## config.mk

```make
export PLATFORM = sky130hd
export DESIGN_NAME = feistel12_block_decrypt_top_flat
export DESIGN_NICKNAME = d
export VERILOG_FILES = /design/src/hw/rtl/f12bd_pkg.sv /design/src/hw/rtl/f12bd_if.sv /design/src/hw/rtl/f12bd_round.sv /design/src/hw/rtl/feistel12_block_decrypt_top.sv /design/src/flat_wrapper.sv
export SDC_FILE = /design/constraint.sdc
export NUM_CORES = 1
export LEC_CHECK = 0
export BUFFER_PORTS_ARGS = -buffer_cell sky130_fd_sc_hd__buf_2
export CAP_MARGIN = 20
export CORE_MARGIN = 2
export CORE_UTILIZATION = 42
export CTS_CLUSTER_DIAMETER = 200
export DETAILED_ROUTE_END_ITERATION = 10
export MAX_ROUTING_LAYER = met4
export PLACE_DENSITY_LB_ADDON = 0.15
export SLEW_MARGIN = 10
export SYNTH_ARGS = -nofsm -noshare
export SYNTH_HDL_FRONTEND = slang
export SYNTH_HIERARCHICAL = 1
export SYNTH_SLANG_ARGS = --single-unit
```

## constraint.sdc

```tcl
create_clock -name clock -period 4.9 [get_ports clock]
set_input_delay 0.245 -clock clock [delete_from_list [all_inputs] [get_ports clock]]
set_output_delay 0.245 -clock clock [all_outputs]
set_load 0.03 [all_outputs]
```

## src/hw/rtl/f12bd_pkg.sv

```systemverilog
// Types, constants and the round function of the 12-bit Feistel decrypt block.
// No dependencies.
package f12bd_pkg;

   localparam int HALF_WIDTH      = 6;
   localparam int BLOCK_WIDTH     = 2 * HALF_WIDTH;
   localparam int KEY_WIDTH       = 8;
   localparam int ETAB_WIDTH      = 24;
   localparam int CSR_INDEX_WIDTH = 1;
   localparam int CSR_DATA_WIDTH  = 24;

   typedef logic [HALF_WIDTH-1:0]      half_type;
   typedef logic [BLOCK_WIDTH-1:0]     block_type;
   typedef logic [KEY_WIDTH-1:0]       key_type;
   typedef logic [ETAB_WIDTH-1:0]      etab_type;
   typedef logic [CSR_INDEX_WIDTH-1:0] csr_index_type;
   typedef logic [CSR_DATA_WIDTH-1:0]  csr_data_type;

   localparam csr_index_type CSR_CIPHER_KEY      = 1'd0;
   localparam csr_index_type CSR_EXPANSION_TABLE = 1'd1;

   localparam key_type  KEY_RESET  = 8'd0;
   localparam etab_type ETAB_RESET = 24'd370341;

   localparam logic [2:0] SEL_LAST = 3'd5;

   localparam logic [2:0] SBOX_A [16] = '{3'd5, 3'd2, 3'd1, 3'd6, 3'd3, 3'd4, 3'd7, 3'd0,
                                         3'd1, 3'd4, 3'd6, 3'd2, 3'd0, 3'd7, 3'd5, 3'd3};
   localparam logic [2:0] SBOX_B [16] = '{3'd4, 3'd0, 3'd6, 3'd5, 3'd7, 3'd1, 3'd3, 3'd2,
                                         3'd5, 3'd3, 3'd0, 3'd7, 3'd6, 3'd2, 3'd1, 3'd4};

   typedef struct packed {
      logic     valid;
      half_type left;
      half_type right;
   } stage_type;

   typedef struct packed {
      key_type  key;
      etab_type etab;
   } cfg_type;

   // Expand R to 8 bits, mix in the round key, run both S-boxes.
   function automatic half_type round_f(half_type r, key_type rkey, etab_type etab);
      key_type    e;
      key_type    x;
      logic [2:0] sel;
      e = '0;
      for (int i = 0; i < KEY_WIDTH; i++) begin
         sel = etab[ETAB_WIDTH-1-3*i -: 3];
         if (sel > SEL_LAST) begin
            sel = SEL_LAST;
         end
         e[KEY_WIDTH-1-i] = r[HALF_WIDTH-1-sel];
      end
      x = e ^ rkey;
      return {SBOX_A[x[7:4]], SBOX_B[x[3:0]]};
   endfunction

endpackage

```

## src/hw/rtl/f12bd_if.sv

```systemverilog
// Channel interfaces: block request, block response and register write.
// Depends on f12bd_pkg.
interface f12bd_req_if;
   import f12bd_pkg::*;
   logic      valid;
   logic      ready;
   block_type block_in;
   modport source (output valid, output block_in, input ready);
   modport sink   (input valid, input block_in, output ready);
endinterface

interface f12bd_rsp_if;
   import f12bd_pkg::*;
   logic      valid;
   logic      ready;
   block_type block_out;
   modport source (output valid, output block_out, input ready);
   modport sink   (input valid, input block_out, output ready);
endinterface

interface f12bd_csr_if;
   import f12bd_pkg::*;
   logic          valid;
   logic          ready;
   csr_index_type index;
   csr_data_type  data;
   modport source (output valid, output index, output data, input ready);
   modport sink   (input valid, input index, input data, output ready);
endinterface

```

## src/hw/rtl/f12bd_round.sv

```systemverilog
// One registered Feistel round of the decrypt pipeline.
// Depends on f12bd_pkg.
module f12bd_round #(
   parameter int ROT_AMOUNT = 0
) (
   input  logic                 clock,
   input  logic                 reset,
   input  logic                 advance,
   input  f12bd_pkg::cfg_type   cfg,
   input  f12bd_pkg::stage_type stage_in,
   output f12bd_pkg::stage_type stage_out
);
   import f12bd_pkg::*;

   logic [2*KEY_WIDTH-1:0] key_pair;
   key_type                rkey;
   half_type               f_val;
   logic                   valid_ff;
   half_type               left_ff;
   half_type               right_ff;
   half_type               left_in;
   half_type               right_in;

   // Rotate left by a fixed amount: take a window of the doubled key.
   assign key_pair = {cfg.key, cfg.key};
   assign rkey     = key_pair[2*KEY_WIDTH-1-ROT_AMOUNT -: KEY_WIDTH];

   assign f_val    = round_f(stage_in.right, rkey, cfg.etab);
   assign left_in  = stage_in.right;
   assign right_in = stage_in.left ^ f_val;

   always_ff @(posedge clock) begin
      if (reset) begin
         valid_ff <= 1'b0;
      end else if (advance) begin
         valid_ff <= stage_in.valid;
      end
   end

   always_ff @(posedge clock) begin
      if (advance) begin
         left_ff  <= left_in;
         right_ff <= right_in;
      end
   end

   assign stage_out = '{valid: valid_ff, left: left_ff, right: right_ff};

endmodule

```

## src/hw/rtl/feistel12_block_decrypt_top.sv

```systemverilog
// Top level of the 12-bit Feistel block decrypt pipeline.
// Depends on f12bd_pkg, f12bd_if and f12bd_round.
//
//   channel   direction  word                         notes
//   req_bus   in         block_in, 12 bits            bit 11 first, left half 11..6
//   rsp_bus   out        block_out, 12 bits           final right half in 11..6
//   csr_bus   in         index 1 bit, data 24 bits    0: cipher_key, 1: expansion_table
//
// One round per register stage, behind an input register: while rsp_bus does not stall,
// a block enters every cycle and passes the input and ROUNDS round registers in turn to
// rsp_bus; throughput is then one block per cycle, as all stages share one advance.
// A stall at rsp_bus freezes the whole pipe; req_ready drops only while the last
// stage holds a word that is not taken. Reset clears valid bits and restores
// both registers; register writes are always taken.
module feistel12_block_decrypt_top #(
   parameter int ROUNDS = 7
) (
   input  logic       clock,
   input  logic       reset,
   f12bd_req_if.sink   req_bus,
   f12bd_rsp_if.source rsp_bus,
   f12bd_csr_if.sink   csr_bus
);
   import f12bd_pkg::*;

   key_type   key_ff;
   etab_type  etab_ff;
   cfg_type   cfg;
   logic      advance;
   logic      in_valid_ff;
   half_type  in_left_ff;
   half_type  in_right_ff;
   stage_type pipe [ROUNDS+1];

   // Register file
   assign csr_bus.ready = 1'b1;

   always_ff @(posedge clock) begin
      if (reset) begin
         key_ff  <= KEY_RESET;
         etab_ff <= ETAB_RESET;
      end else if (csr_bus.valid) begin
         case (csr_bus.index)
            CSR_CIPHER_KEY: begin
               key_ff <= csr_bus.data[KEY_WIDTH-1:0];
            end
            CSR_EXPANSION_TABLE: begin
               etab_ff <= csr_bus.data[ETAB_WIDTH-1:0];
            end
            default: begin
            end
         endcase
      end
   end

   assign cfg = '{key: key_ff, etab: etab_ff};

   // Hold everything while the output word waits.
   assign advance       = !pipe[ROUNDS].valid || rsp_bus.ready;
   assign req_bus.ready = advance;

   always_ff @(posedge clock) begin
      if (reset) begin
         in_valid_ff <= 1'b0;
      end else if (advance) begin
         in_valid_ff <= req_bus.valid;
      end
   end

   always_ff @(posedge clock) begin
      if (advance) begin
         in_left_ff  <= req_bus.block_in[BLOCK_WIDTH-1 -: HALF_WIDTH];
         in_right_ff <= req_bus.block_in[HALF_WIDTH-1:0];
      end
   end

   assign pipe[0] = '{valid: in_valid_ff, left: in_left_ff, right: in_right_ff};

   for (genvar gi = 0; gi < ROUNDS; gi++) begin : g_round
      // Round gi+1 starts its key at position (ROUNDS - round + 1) mod 8.
      f12bd_round #(
         .ROT_AMOUNT ((ROUNDS - gi) % KEY_WIDTH)
      ) u_round (
         .clock     (clock),
         .reset     (reset),
         .advance   (advance),
         .cfg       (cfg),
         .stage_in  (pipe[gi]),
         .stage_out (pipe[gi+1])
      );
   end

   assign rsp_bus.valid     = pipe[ROUNDS].valid;
   assign rsp_bus.block_out = {pipe[ROUNDS].right, pipe[ROUNDS].left};

endmodule

```

## src/flat_wrapper.sv

```systemverilog
// flat-port wrapper written by rule: the top's interface ports become plain ports
module feistel12_block_decrypt_top_flat import f12bd_pkg::*;
#(
   parameter int ROUNDS = 7
)
  (clock, reset, req_bus_valid, req_bus_block_in, req_bus_ready, rsp_bus_valid, rsp_bus_block_out, rsp_bus_ready, csr_bus_valid, csr_bus_index, csr_bus_data, csr_bus_ready);
  f12bd_req_if req_bus_i ();
  f12bd_rsp_if rsp_bus_i ();
  f12bd_csr_if csr_bus_i ();
  input  logic clock;
  input  logic reset;
  input wire logic [$bits(req_bus_i.valid)-1:0] req_bus_valid;
  input wire logic [$bits(req_bus_i.block_in)-1:0] req_bus_block_in;
  output wire logic [$bits(req_bus_i.ready)-1:0] req_bus_ready;
  output wire logic [$bits(rsp_bus_i.valid)-1:0] rsp_bus_valid;
  output wire logic [$bits(rsp_bus_i.block_out)-1:0] rsp_bus_block_out;
  input wire logic [$bits(rsp_bus_i.ready)-1:0] rsp_bus_ready;
  input wire logic [$bits(csr_bus_i.valid)-1:0] csr_bus_valid;
  input wire logic [$bits(csr_bus_i.index)-1:0] csr_bus_index;
  input wire logic [$bits(csr_bus_i.data)-1:0] csr_bus_data;
  output wire logic [$bits(csr_bus_i.ready)-1:0] csr_bus_ready;
  assign req_bus_i.valid = req_bus_valid;
  assign req_bus_i.block_in = req_bus_block_in;
  assign req_bus_ready = req_bus_i.ready;
  assign rsp_bus_valid = rsp_bus_i.valid;
  assign rsp_bus_block_out = rsp_bus_i.block_out;
  assign rsp_bus_i.ready = rsp_bus_ready;
  assign csr_bus_i.valid = csr_bus_valid;
  assign csr_bus_i.index = csr_bus_index;
  assign csr_bus_i.data = csr_bus_data;
  assign csr_bus_ready = csr_bus_i.ready;
  feistel12_block_decrypt_top #(.ROUNDS(ROUNDS)) u_core (.clock(clock), .reset(reset), .req_bus(req_bus_i), .rsp_bus(rsp_bus_i), .csr_bus(csr_bus_i));
endmodule
```

==> tab_implementation.tex <==
\begin{tabular}{lr}
\hline
Metric & Value \\
\hline
\multicolumn{2}{l}{\textbf{Status}} \\
Run status & finished clean \\
\multicolumn{2}{l}{\textbf{Timing}} \\
Minimum clock period & around 3.2 ns \\
Final setup fails & 0 \\
Post-route setup TNS & 0 ns \\
Worst hold slack & approximately 0.045 ns \\
Max-slew violations & 0 \\
Transition time at the pin with the least slew margin & between 1 and 1.5 ns \\
Setup Skew & between 0.015 and 0.02 ns \\
Max transition margin & a little over a quarter \\
Max frequency & around 310 MHz \\
Unrepaired setup endpoints after global routing & false \\
Number of hold violations in the final report & 0 \\
Final period utilization & approximately 65\% \\
\multicolumn{2}{l}{\textbf{CTS}} \\
Number of levels in the clock H-tree & 4 \\
Latest clock arrival within the worst-skew pair & 0.43 ns \\
Max clock buf depth & 2 \\
Clk pin slew, worst setup/hold paths & around 0.07 ns \\
CTS buffer count & 17 \\
Root buffer cell & clkbuf\_16 \\
Total clock sinks & 136 \\
TritonCTS clock tree & yes \\
\multicolumn{2}{l}{\textbf{Yosys}} \\
Most area-consuming cells after synthesis & edfxtp\_1 25\%, mux2i\_1 17\%, dfxtp\_1 6.8\%, ha\_1 4.7\%, xnor2\_1 4.3\% \\
Post-synth EDFFs & 96 \\
Sequential fraction of the synthesis area & around a third \\
Cell type contributing the most total cell area after synthesis & edfxtp\_1 \\
Register bit count reported by yosys & 136 \\
Syn nets & 1140 \\
Flip-flop cell with the highest count after synthesis & edfxtp\_1 \\
Avg Cell Area, Syn & about 11 um2 \\
Synth warn & 6 \\
Post-synthesis instance total & between 1k and 1.5k \\
Synthesized cell area & around 12000 um2 \\
Number of distinct library cells after synthesis & 50 \\
Share of synthesized registers carrying an async set or reset & 0\% \\
Yosys top cell area share & between 20\% and 30\% \\
\multicolumn{2}{l}{\textbf{Worst setup path}} \\
CP Data Arrival Time & 3.37 ns \\
Critical path, cell by cell & nor3\_1 > mux2\_2 > nor4b\_2 > inv\_1 > ha\_1 > and2\_1 > o31a\_1 > xor2\_1 \\
Slowest stage delay, CP & approximately 0.97 ns \\
Top fanout value on the critical path & 31 \\
Crit Path Class & flop to flop \\
Critical-path top delay cell & dfxtp\_1 \\
Worst endpoint required time & around 5.1 ns \\
Crit path launch type & flop \\
CP Capture Type & flop \\
R2R setup slack & $\sim$1.7 ns \\
\multicolumn{2}{l}{\textbf{Die}} \\
Die Y-Extent & 171 um \\
Core Region & between 20000 and 30000 um2 \\
FP Rows & just over 60 \\
Initial cell density of the core & a little over two fifths \\
Die footprint & around 30000 um2 \\
Overall die width & roughly 170 um \\
\# IOs & 57 \\
\multicolumn{2}{l}{\textbf{Routing}} \\
Remaining antenna violation count after routing & 0 \\
Via density per instance & about 5.8 \\
1st-pass router iterations & 5 \\
Iteration-0 DRC count of the detailed router & 588 \\
Detail-routed net length per standard cell & between 15 and 20 um \\
Via count & about 8.9k \\
Total Routed Length & 29.4 mm \\
Number of DRC violations after detailed routing & 0 \\
\multicolumn{2}{l}{\textbf{Final layout}} \\
Final nets & $\sim$1.2k \\
Most used cells in the layout excluding fill and tap cells & 199 x mux2i\_1, 96 x edfxtp\_1, 60 x o21ai\_0 \\
Synthesis-to-finish area growth & 13.8\% \\
Count of filler cells inserted in the layout & roughly 2.6k \\
Layout cells sized above 1 & around 20\% \\
Commonest non-fill, non-tap cell in the layout & mux2i\_1 \\
Register Area & $\sim$3700 um2 \\
Combined area of the multi-input logic cells & 7800 um2 \\
\multicolumn{2}{l}{\textbf{Pwr}} \\
Leakage power figure & roughly 0.0055 uW \\
Pwr dens & 512 nW/um2 \\
Maximum vdd drop & between 0.15 and 0.2 mV \\
\multicolumn{2}{l}{\textbf{Place}} \\
HPWL reported at the end of detailed placement & between 15 and 20 mm \\
Placer's final routability congestion estimate & between 0.8 and 0.9 \\
Number of I/O port buffers & 55 \\
\multicolumn{2}{l}{\textbf{Hold path}} \\
Worst min path class & input port to flop \\
\multicolumn{2}{l}{\textbf{Flow run}} \\
Number of max-cap violations & 0 \\
\multicolumn{2}{l}{\textbf{Global route}} \\
Initial antenna violation count & 1 \\
Maximum number of pins on one net before global-route repair & 59 \\
First-pass GRT wire length & around 47 mm \\
Total Routing Usage GR & roughly a fifth \\
Remaining global-route overflow & 0 \\
Via count of the first global-routing pass & between 8k and 9k \\
\hline
\end{tabular}
-- synth_stat cells (11+ instances only) --
| cell | count |
|---|---|
| a211o_1 | 12 |
| a21oi_1 | 30 |
| a31o_2 | 13 |
| and3_1 | 14 |
| and3b_1 | 15 |
| dfxtp_1 | 40 |
| edfxtp_1 | 96 |
| ha_1 | 44 |
| inv_1 | 38 |
| mux2_2 | 12 |
| mux2i_1 | 199 |
| mux4_1 | 16 |
| nand2_1 | 36 |
| nand2b_1 | 19 |
| nand3b_1 | 15 |
| nand4b_1 | 45 |
| nor2_1 | 18 |
| nor3_1 | 30 |
| nor3b_1 | 45 |
| nor4b_4 | 11 |
| o21ai_0 | 60 |
| o31ai_1 | 21 |
| or3b_2 | 43 |
| xnor2_1 | 58 |
| xor2_1 | 18 |
-- per-stage QoR --
step | setup WS, ns | cells | power (uW) | util, % | instance area [um2]
2_1_floorplan | 1.24 | 1054 | 4790 | - | 11800
3_3_place_gp | 1.84 | 1484 | 5490 | 45.2 | 12500
3_5_place_dp | 1.73 | 1484 | 5560 | 45.2 | 12500
4_1_cts | 1.73 | 1528 | 6900 | 47.7 | 13200
5_1_grt | 1.48 | 1536 | 7350 | 48.3 | 13400
6_report | 1.71 | 1536 | 6850 | 48.3 | 13400
-- flip-flops by register name, summed over array words and instances, names as in the netlist --
register / cells
u_core/g_round.u_round/left_ff: 42
u_core/g_round.u_round/valid_ff: 7
u_core/g_round.u_round/right_ff: 42
u_core/in_left_ff: 6
u_core/key_ff: 8
u_core/in_valid_ff: 1
u_core/etab_ff: 24
u_core/in_right_ff: 6
-- per-layer routing --
metal  wire (um)  global-route usage (%)  up-vias
met4         307                    6.63        0
met2       14600                    35.3      208
met5           0                       -        -
met3        1250                    3.34       23
met1       13200                    26.4     4317
li1            -                       -     4305
-- worst max-delay path, delay by kind of cell (launching register included) --
| family | cells | cell delay, ns |
|---|---|---|
| flops | 1 | 0.97 |
| simple gates | 3 | 0.91 |
| fa+ha+maj | 1 | 0.22 |
| compound gates | 1 | 0.24 |
| buf+inv | 1 | 0.15 |
| xor+xnor | 1 | 0.15 |
| mux | 1 | 0.32 |
-- final cells by class --
cell class,instances,share of cell area (%)
inverter,38,1.07
tap,378,3.54
timing repair buffer,94,5.15
multi-input combinational,857,58.3
antenna,1,0.0187
clock inverter,13,0.955
clock buffer,19,3.39
sequential,136,27.6
-- worst paths after layout --
check	from	endpoint	cells past startpoint
setup / recovery	u_core/etab_ff[4]$_SDFFE_PP0P_	u_core/g_round[1].u_round/right_ff[2]$_DFFE_PP_	8
hold / removal	req_bus_valid	u_core/in_valid_ff$_SDFFE_PP0P_	2
setup reg to reg	u_core/etab_ff[4]$_SDFFE_PP0P_	u_core/g_round[1].u_round/right_ff[2]$_DFFE_PP_	8
hold reg to reg	u_core/key_ff[7]$_SDFFE_PP0P_	u_core/key_ff[7]$_SDFFE_PP0P_	1
-- what timing repair did --
item	4_1_cts	5_1_grt
resized for setup	0	0
endpoints found under the hold margin	12	0
buffers inserted	0	0
hold buffers	12	0
-- where the power goes --
| group | leakage [uW] | total, uW | switching, uW | internal (uW) |
|---|---|---|---|---|
| Clock | 0.000292 | 1310 | 567 | 741 |
| Combinational | 0.00384 | 3140 | 1520 | 1620 |
| Sequential | 0.00134 | 2400 | 591 | 1810 |
| Total | 0.00547 | 6850 | 2680 | 4170 |
-- logic make-up (layout without fill, tap and decap cells) --
kind of cell | after synthesis | count (layout) | share of synthesized area, %
AOI/OAI and AO/OA | 157 | 157 | 8.43
xor gates and xnor gates | 84 | 84 | 6.77
adders and majority gates | 44 | 44 | 4.68
buffers and inverters | 61 | 164 | 2.36
DFF | 136 | 136 | 31.3
muxes | 247 | 247 | 25.0
other | 1 | 2 | 0.0319
and+or+nand+nor | 324 | 324 | 21.3
No activity file was read; power rests on OpenSTA's default activity.
